## config.mk

```make
export PLATFORM = sky130hd
export DESIGN_NAME = superfasthash_bucket_index_flat
export DESIGN_NICKNAME = d
export VERILOG_FILES = /design/src/hdl/sfh_pkg.sv /design/src/hdl/sfh_in_if.sv /design/src/hdl/sfh_out_if.sv /design/src/hdl/superfasthash_bucket_index.sv /design/src/hdl/sfh_div.sv /design/src/hdl/sfh_datapath.sv /design/src/hdl/sfh_ctrl.sv /design/src/flat_wrapper.sv
export SDC_FILE = /design/constraint.sdc
export NUM_CORES = 1
export LEC_CHECK = 0
export BUFFER_PORTS_ARGS = -buffer_cell sky130_fd_sc_hd__buf_2
export CAP_MARGIN = 15
export CORE_MARGIN = 2
export CORE_UTILIZATION = 44
export DETAILED_ROUTE_END_ITERATION = 6
export SETUP_SLACK_MARGIN = 0.2
export SLEW_MARGIN = 15
export SYNTH_ARGS = -nofsm -noshare
export SYNTH_HDL_FRONTEND = slang
export SYNTH_SLANG_ARGS = --single-unit
```

## constraint.sdc

```tcl
create_clock -name clk -period 8.7 [get_ports clk]
set_clock_uncertainty 0.1 [all_clocks]
set_input_delay 0.435 -clock clk [delete_from_list [all_inputs] [get_ports clk]]
set_output_delay 0.435 -clock clk [all_outputs]
set_load 0.02 [all_outputs]
```

## src/hdl/sfh_pkg.sv

```systemverilog
// ----------------------------------------------------------------------------
// sfh_pkg
// Shared types and constants for the superfasthash bucket index block.
// ----------------------------------------------------------------------------
package sfh_pkg;

  localparam int HashW    = 32;
  localparam int KeyLenW  = 16;
  localparam int StepW    = 2;
  localparam int DivCntW  = 6;

  // mixing shift amounts
  localparam int ShHiMix   = 11;
  localparam int ShHalf    = 16;
  localparam int ShTail3   = 18;
  localparam int ShTail2Dn = 17;
  localparam int ShTail1   = 10;
  localparam int ShAv25    = 25;

  localparam logic [StepW-1:0] FinLast = 2'd2;

  typedef enum logic [1:0] {
    ST_IDLE,
    ST_FINISH,
    ST_DIV_START,
    ST_DIV_WAIT
  } sfh_state_t;

  typedef struct packed {
    logic             accept;
    logic             fin_step;
    logic [StepW-1:0] fin_sel;
    logic             div_start;
    logic             out_load;
    logic             out_zero;
  } sfh_cmd_t;

  typedef struct packed {
    logic zero_len;
    logic last;
    logic div_done;
  } sfh_status_t;

  function automatic logic [HashW-1:0] sext8(input logic [7:0] b);
    return {{(HashW-8){b[7]}}, b};
  endfunction

endpackage

```

## src/hdl/sfh_in_if.sv

```systemverilog
// ----------------------------------------------------------------------------
// sfh_in_if
// Key chunk channel: valid/ready with chunk, key length and start flag.
// ----------------------------------------------------------------------------
interface sfh_in_if;
  logic        valid;
  logic        ready;
  logic [31:0] chunk;
  logic [15:0] key_length;
  logic        key_start;

  modport source (output valid, chunk, key_length, key_start, input ready);
  modport sink   (input valid, chunk, key_length, key_start, output ready);
endinterface

```

## src/hdl/sfh_out_if.sv

```systemverilog
// ----------------------------------------------------------------------------
// sfh_out_if
// Bucket index channel: valid/ready with the reduced hash.
// ----------------------------------------------------------------------------
interface sfh_out_if;
  logic        valid;
  logic        ready;
  logic [31:0] bucket_index;

  modport source (output valid, bucket_index, input ready);
  modport sink   (input valid, bucket_index, output ready);
endinterface

```

## src/hdl/superfasthash_bucket_index.sv

```systemverilog
// ----------------------------------------------------------------------------
// superfasthash_bucket_index
// Streams key chunks through a 32-bit hash and reduces it modulo table_size.
//
//   channel   dir  beat payload
//   chunks    in   chunk[31:0], key_length[15:0], key_start
//   buckets   out  bucket_index[31:0]
//   cfg       in   cfg_we, cfg_wdata[31:0] (table_size)
//
// a chunk that does not end its key is absorbed and the block stays idle
// a key's last chunk is followed by 3 avalanche steps, a divide start, the
// divide in the radix-2 remainder unit and a result load once the output
// slot is free; a zero-length key gives its beat next cycle
// synchronous reset, no clearing pass; chunks are held off while a result
// beat is pending and not taken
// ----------------------------------------------------------------------------
module superfasthash_bucket_index #(
  parameter int LENGTH_BITS = 16
) (
  input  logic        clk,
  input  logic        rst,
  input  logic        cfg_we,
  input  logic [31:0] cfg_wdata,
  sfh_in_if.sink      chunks,
  sfh_out_if.source   buckets
);
  import sfh_pkg::*;

  sfh_cmd_t    cmd;
  sfh_status_t status;

  sfh_ctrl u_ctrl (
    .clk       (clk),
    .rst       (rst),
    .in_valid  (chunks.valid),
    .in_ready  (chunks.ready),
    .out_valid (buckets.valid),
    .out_ready (buckets.ready),
    .status    (status),
    .cmd       (cmd)
  );

  sfh_datapath #(
    .LENGTH_BITS (LENGTH_BITS)
  ) u_datapath (
    .clk          (clk),
    .rst          (rst),
    .cfg_we       (cfg_we),
    .cfg_wdata    (cfg_wdata),
    .chunk        (chunks.chunk),
    .key_length   (chunks.key_length),
    .key_start    (chunks.key_start),
    .cmd          (cmd),
    .status       (status),
    .bucket_index (buckets.bucket_index)
  );

endmodule

```

## src/hdl/sfh_div.sv

```systemverilog
// ----------------------------------------------------------------------------
// sfh_div
// Restoring radix-2 remainder unit, one quotient bit per cycle.
// ----------------------------------------------------------------------------
module sfh_div (
  input  logic                 clk,
  input  logic                 rst,
  input  logic                 start,
  input  logic [sfh_pkg::HashW-1:0] dividend,
  input  logic [sfh_pkg::HashW-1:0] divisor,
  output logic                 done,
  output logic [sfh_pkg::HashW-1:0] remainder
);
  import sfh_pkg::*;

  logic [HashW-1:0]   quo;
  logic [HashW-1:0]   rem;
  logic [DivCntW-1:0] count;
  logic               busy;
  logic [HashW:0]     shifted;
  logic [HashW:0]     diff;

  assign shifted = {rem, quo[HashW-1]};
  assign diff    = shifted - {1'b0, divisor};

  always_ff @(posedge clk) begin
    if (rst) begin
      busy  <= 1'b0;
      done  <= 1'b0;
      count <= '0;
    end else if (start) begin
      busy  <= 1'b1;
      done  <= 1'b0;
      count <= DivCntW'(HashW);
    end else if (busy) begin
      count <= count - 1'b1;
      if (count == DivCntW'(1)) begin
        busy <= 1'b0;
        done <= 1'b1;
      end
    end
  end

  always_ff @(posedge clk) begin
    if (start) begin
      quo <= dividend;
      rem <= '0;
    end else if (busy) begin
      quo <= {quo[HashW-2:0], 1'b0};
      if (!diff[HashW]) begin
        rem <= diff[HashW-1:0];
      end else begin
        rem <= shifted[HashW-1:0];
      end
    end
  end

  assign remainder = rem;

endmodule

```

## src/hdl/sfh_datapath.sv

```systemverilog
// ----------------------------------------------------------------------------
// sfh_datapath
// Hash accumulator, chunk mixing, avalanche steps, modulo and result register.
// ----------------------------------------------------------------------------
module sfh_datapath #(
  parameter int LENGTH_BITS = 16
) (
  input  logic                        clk,
  input  logic                        rst,
  input  logic                        cfg_we,
  input  logic [sfh_pkg::HashW-1:0]   cfg_wdata,
  input  logic [31:0]                 chunk,
  input  logic [sfh_pkg::KeyLenW-1:0] key_length,
  input  logic                        key_start,
  input  sfh_pkg::sfh_cmd_t           cmd,
  output sfh_pkg::sfh_status_t        status,
  output logic [sfh_pkg::HashW-1:0]   bucket_index
);
  import sfh_pkg::*;

  logic [HashW-1:0]       table_size;
  logic [HashW-1:0]       hash;
  logic [LENGTH_BITS-1:0] remaining;
  logic                   active;

  logic [LENGTH_BITS-1:0] len;
  logic [HashW-1:0]       base_h;
  logic [LENGTH_BITS-1:0] base_cnt;
  logic                   take;
  logic                   full;
  logic [HashW-1:0]       lo;
  logic [HashW-1:0]       hi;
  logic [HashW-1:0]       m1, m2, m3, mixed;
  logic [HashW-1:0]       f1, fin_h;
  logic [HashW-1:0]       rem;
  logic                   div_done;

  assign len      = LENGTH_BITS'(key_length);
  assign base_h   = key_start ? HashW'(len) : hash;
  assign base_cnt = key_start ? len : remaining;
  assign take     = key_start || active;
  assign full     = base_cnt >= LENGTH_BITS'(4);
  assign lo       = {16'd0, chunk[15:0]};
  assign hi       = {16'd0, chunk[31:16]};

  always_comb begin
    m1 = '0;
    m2 = '0;
    m3 = '0;
    mixed = '0;
    if (full) begin
      m1    = base_h + lo;
      m2    = (m1 << ShHalf) ^ ((hi << ShHiMix) ^ m1);
      mixed = m2 + (m2 >> ShHiMix);
    end else if (base_cnt == LENGTH_BITS'(3)) begin
      m1    = base_h + lo;
      m2    = m1 ^ (m1 << ShHalf);
      m3    = m2 ^ (sext8(chunk[23:16]) << ShTail3);
      mixed = m3 + (m3 >> ShHiMix);
    end else if (base_cnt == LENGTH_BITS'(2)) begin
      m1    = base_h + lo;
      m2    = m1 ^ (m1 << ShHiMix);
      mixed = m2 + (m2 >> ShTail2Dn);
    end else begin
      m1    = base_h + sext8(chunk[7:0]);
      m2    = m1 ^ (m1 << ShTail1);
      mixed = m2 + (m2 >> 1);
    end
  end

  // avalanche, one xor-shift and add pair per step
  always_comb begin
    unique case (cmd.fin_sel)
      2'd0: begin
        f1    = hash ^ (hash << 3);
        fin_h = f1 + (f1 >> 5);
      end
      2'd1: begin
        f1    = hash ^ (hash << 4);
        fin_h = f1 + (f1 >> ShTail2Dn);
      end
      default: begin
        f1    = hash ^ (hash << ShAv25);
        fin_h = f1 + (f1 >> 6);
      end
    endcase
  end

  assign status.zero_len = key_start && (len == '0);
  assign status.last     = take && (base_cnt <= LENGTH_BITS'(4));
  assign status.div_done = div_done;

  always_ff @(posedge clk) begin
    if (rst) begin
      table_size <= HashW'(1);
    end else if (cfg_we) begin
      table_size <= cfg_wdata;
    end
  end

  always_ff @(posedge clk) begin
    if (rst) begin
      hash      <= '0;
      remaining <= '0;
      active    <= 1'b0;
    end else if (cmd.accept && status.zero_len) begin
      hash      <= '0;
      remaining <= '0;
      active    <= 1'b0;
    end else if (cmd.accept && take) begin
      hash      <= mixed;
      remaining <= full ? base_cnt - LENGTH_BITS'(4) : '0;
      active    <= !status.last;
    end else if (cmd.fin_step) begin
      hash <= fin_h;
    end
  end

  sfh_div u_div (
    .clk       (clk),
    .rst       (rst),
    .start     (cmd.div_start),
    .dividend  (hash),
    .divisor   (table_size),
    .done      (div_done),
    .remainder (rem)
  );

  always_ff @(posedge clk) begin
    if (cmd.out_load) begin
      if (cmd.out_zero || table_size == '0) begin
        bucket_index <= '0;
      end else begin
        bucket_index <= rem;
      end
    end
  end

endmodule

```

## src/hdl/sfh_ctrl.sv

```systemverilog
// ----------------------------------------------------------------------------
// sfh_ctrl
// Sequencer for accept, avalanche steps, modulo and result handoff.
// ----------------------------------------------------------------------------
module sfh_ctrl (
  input  logic                 clk,
  input  logic                 rst,
  input  logic                 in_valid,
  output logic                 in_ready,
  output logic                 out_valid,
  input  logic                 out_ready,
  input  sfh_pkg::sfh_status_t status,
  output sfh_pkg::sfh_cmd_t    cmd
);
  import sfh_pkg::*;

  sfh_state_t       state, state_next;
  logic [StepW-1:0] fin_cnt;
  logic             slot;
  logic             accept;

  assign slot   = !out_valid || out_ready;
  assign accept = in_valid && in_ready;

  always_comb begin
    state_next = state;
    unique case (state)
      ST_IDLE:      if (accept && status.last && !status.zero_len) state_next = ST_FINISH;
      ST_FINISH:    if (fin_cnt == FinLast) state_next = ST_DIV_START;
      ST_DIV_START: state_next = ST_DIV_WAIT;
      ST_DIV_WAIT:  if (status.div_done && slot) state_next = ST_IDLE;
      default:      state_next = ST_IDLE;
    endcase
  end

  always_comb begin
    in_ready      = (state == ST_IDLE) && slot;
    cmd.accept    = accept;
    cmd.fin_step  = (state == ST_FINISH);
    cmd.fin_sel   = fin_cnt;
    cmd.div_start = (state == ST_DIV_START);
    cmd.out_zero  = (state == ST_IDLE);
    cmd.out_load  = (accept && status.zero_len) ||
                    ((state == ST_DIV_WAIT) && status.div_done && slot);
  end

  always_ff @(posedge clk) begin
    if (rst) begin
      state     <= ST_IDLE;
      fin_cnt   <= '0;
      out_valid <= 1'b0;
    end else begin
      state <= state_next;
      if (state == ST_FINISH) begin
        fin_cnt <= fin_cnt + 1'b1;
      end else begin
        fin_cnt <= '0;
      end
      if (cmd.out_load) begin
        out_valid <= 1'b1;
      end else if (out_ready) begin
        out_valid <= 1'b0;
      end
    end
  end

endmodule
```

## src/flat_wrapper.sv

```systemverilog
// flat-port wrapper written by rule: the top's interface ports become plain ports
module superfasthash_bucket_index_flat import sfh_pkg::*;
#(
  parameter int LENGTH_BITS = 16
)
  (clk, rst, cfg_we, cfg_wdata, chunks_valid, chunks_chunk, chunks_key_length, chunks_key_start, chunks_ready, buckets_valid, buckets_bucket_index, buckets_ready);
  sfh_in_if chunks_i ();
  sfh_out_if buckets_i ();
  input  logic clk;
  input  logic rst;
  input  logic cfg_we;
  input  logic [31:0] cfg_wdata;
  input wire logic [$bits(chunks_i.valid)-1:0] chunks_valid;
  input wire logic [$bits(chunks_i.chunk)-1:0] chunks_chunk;
  input wire logic [$bits(chunks_i.key_length)-1:0] chunks_key_length;
  input wire logic [$bits(chunks_i.key_start)-1:0] chunks_key_start;
  output wire logic [$bits(chunks_i.ready)-1:0] chunks_ready;
  output wire logic [$bits(buckets_i.valid)-1:0] buckets_valid;
  output wire logic [$bits(buckets_i.bucket_index)-1:0] buckets_bucket_index;
  input wire logic [$bits(buckets_i.ready)-1:0] buckets_ready;
  assign chunks_i.valid = chunks_valid;
  assign chunks_i.chunk = chunks_chunk;
  assign chunks_i.key_length = chunks_key_length;
  assign chunks_i.key_start = chunks_key_start;
  assign chunks_ready = chunks_i.ready;
  assign buckets_valid = buckets_i.valid;
  assign buckets_bucket_index = buckets_i.bucket_index;
  assign buckets_i.ready = buckets_ready;
  superfasthash_bucket_index #(.LENGTH_BITS(LENGTH_BITS)) u_core (.clk(clk), .rst(rst), .cfg_we(cfg_we), .cfg_wdata(cfg_wdata), .chunks(chunks_i), .buckets(buckets_i));
endmodule
```

==> metrics.csv <==
metric,value,unit
slowest cell delay on critical path,0.84,ns
TritonCTS buffer count,17,
Post-CTS Setup Bufs,0,
worst reg2reg path startpoint,u_core.u_datapath.hash[15],
"Req. time, crit path",8.99,ns
port bufs,119,
GRT Total Usage,0.314,
worst hold path endpoint,u_core.u_datapath.table_size[19],
Max Fclk,132,MHz
Yosys cell types,110,
sequential element share of the synthesized area,0.185,
"EDFF count, synth",64,
die area,0.0566,mm2
largest net degree at the start of global routing,71,
worst min-delay path category,primary input to flop,
Worst EP arrival,7.84,ns
Die Span Y,238,um
Final Critical Period,7.55,ns
Cells after Synth,3027,
Post-DP Area,0.0254,mm2
crit path capture type,flop,
slew margin rel.,0.119,
Core Area,0.0539,mm2
fill count,5297,
Multi-input gate area,0.0185,mm2
Post-CTS Resized,0,
"reg-to-reg slack, setup",1.15,ns
Synth top cells by count,"nor2_1, a21oi_1, ha_1",
Worst Setup Start Kind,flop,
layout cells sized above 1,0.102,
Max Slew Vio Count,0,
predominant post-synthesis flop cell,dfxtp_1,
Vias,23500,
Starting Density,0.446,
global-route wire length before repair,136,mm
slowest stage cell on the critical path,dfxtp_1,
final worst-path cycle share,0.868,
Worst Tran Pin Value,1.29,ns
routed len/inst,24.0,um
Reg area,0.00445,mm2
fin nets,3423,
max cap viols,0,
clock root buffer,clkbuf_16,
grt ovf,0,
CTS Buffer Depth,2,
gpl congestion,1.03,
mean number of vias per cell,6.17,
CTS tree,built,
drc violations,0,
cells along the critical path,inv_1 > o21ai_0 > ha_1 > nor2_1 > or3_1 > nand3_1 > or3_1 > a31o_2 > xor2_1 > ha_1 > inv_1 > nor2_1 > a311oi_1 > a21oi_1 > and4_1 > a2111oi_0 > or2b_1 > nor3_4 > xor2_1 > mux2i_1 > o21ai_0 > a22o_1,
Hold Buf Count CTS,0,
# IOs,120,
number of global-route vias before repair,22700,
Synth warnings,0,
WP buf/inv,2,
hold depth,3,
synthesized cell area,0.0241,mm2
WL final,91.1,mm
"Reg clk slew, reported paths",0.08,ns
"Area growth, synth to finish",8.10,%
Final ANT Viol Nets,0,
kind of critical path,flop to flop,
run status,"finished, final reports clean",
worst skew pair latency,0.46,ns
Mapped Avg Cell Area,7.95,um2
Final Setup Violations,0,
Sink Count,190,
share of Yosys cell area claimed by the top area cell type,0.124,
"CP delay by family, top",compound AO/OA/AOI/OAI gates,
Synth Register Bits,190,
Site Rows,85,
async set or reset register ratio after synthesis,0,
most common cell in the netlist,nor2_1,
reg-to-reg endpoint,u_core.u_datapath.hash[23],
CP max FO,11,
Reg2Reg Depth,22,
DR pass1 iterations,6,
initial antenna violation count,6,
unrepaired setup endpoints after global routing,false,
syn nets,3361,
final hold violations,0,
1st-iter DRT viols,2430,
Die Wd,238,um
critical hold path startpoint,cfg_wdata[19],
CTS H-tree lvls,4,
largest area contributor in the netlist,ha_1,
final instance area,0.0260,mm2
placed wire-length estimate,71.1,mm
Post-Route Setup TNS,0,ns
Synth area leaders,"ha_1, dfxtp_1, edfxtp_1, xnor2_1, xor2_1",
layer usage:
layer | GRT usage | vias to the layer above | routed length, um
met5 | 0 | - | 43
met4 | 0.148 | 6 | 4320
li1 | - | 11100 | -
met1 | 0.420 | 11300 | 39300
met3 | 0.0440 | 192 | 6460
met2 | 0.501 | 879 | 40900
flip-flops by register name (all words and copies together), names as in the netlist, 6 cells and up:
signal                             count
u_core.u_datapath.table_size          32
u_core.u_datapath.u_div.count          6
u_core.u_datapath.u_div.remainder     32
u_core.u_datapath.bucket_index        32
u_core.u_datapath.hash                32
u_core.u_datapath.u_div.quo           32
u_core.u_datapath.remaining           16
cell type report:
| class | instances | share of cell area |
|---|---|---|
| clock buffers | 17 | 0.0164 |
| inverters | 155 | 0.0224 |
| flip-flops and latches | 190 | 0.171 |
| well taps | 696 | 0.0335 |
| multi-input cells | 2550 | 0.712 |
| diodes | 3 | 0.000289 |
| clock inverters | 15 | 0.00563 |
| repair buffers | 175 | 0.0391 |
through the flow:
| stage | hold WS [ns] | std cells | util | setup slack [ns] |
|---|---|---|---|---|
| floorplan | 0.327 | 3027 | - | 1.70 |
| global placement | 0.340 | 3766 | 0.472 | 1.08 |
| detailed placement | 0.355 | 3766 | 0.472 | 0.927 |
| CTS | 0.0946 | 3798 | 0.482 | 1.39 |
| global route | 0.101 | 3801 | 0.482 | 0.852 |
| finish | 0.113 | 3801 | 0.482 | 1.15 |
logic make-up after synthesis:
group,Yosys count,share of synthesized area
xor gates and xnor gates,410,0.162
buffers and inverters,287,0.0467
adders and majority gates,248,0.132
and+or+nand+nor,886,0.183
DFF,190,0.185
muxes,97,0.0425
AOI/OAI and AO/OA,909,0.249
worst max-delay path by stage:
stage	from	to	slack (ns)	depth (start not counted)
final	u_core.u_datapath.hash[15]	u_core.u_datapath.hash[23]	1.15	22
after global routing	chunks_key_start	u_core.u_datapath.hash[23]	0.85	23
after CTS	chunks_key_start	u_core.u_datapath.hash[23]	1.39	23
after detailed placement	chunks_key_start	u_core.u_datapath.hash[23]	0.93	23
after global placement	chunks_key_start	u_core.u_datapath.hash[25]	1.08	24
after floorplan	chunks_key_start	u_core.u_datapath.hash[28]	1.70	31
layout by cell type, fill, tap and decap left out, types with 20 or more instances in the layout:
cell type  count
o211ai_1      26
a211oi_1      74
nand4_1       33
a21oi_1      259
mux2i_1       56
or3_1         20
o21bai_1      26
mux2_2        41
nor3_1        70
and2_1        44
o21a_1        38
xor2_1       186
buf_4         56
dfxtp_1      125
edfxtp_1      64
nand2b_1      45
inv_1        154
buf_2        119
ha_1         238
a21o_1        94
xnor2_1      201
nor4_1        29
nand3_1       53
nor2b_1       44
nor2_1       276
and3_1        20
a31oi_1       27
nand2_1      184
o21ai_0      161
worst register-to-register path: cells and delay by family (launching register included):
| kind | cells | cell delay (ns) |
|---|---|---|
| AOI/OAI and AO/OA | 7 | 2.93 |
| and+or+nand+nor | 8 | 1.76 |
| DFF | 1 | 0.84 |
| adders and majority gates | 2 | 0.80 |
| xor gates and xnor gates | 2 | 0.75 |
| buffers and inverters | 2 | 0.22 |
| muxes | 1 | 0.09 |
Power is left out: the tool's default activity adds up to more than one toggle a clock period on the data nets, which glitch-free logic cannot reach.
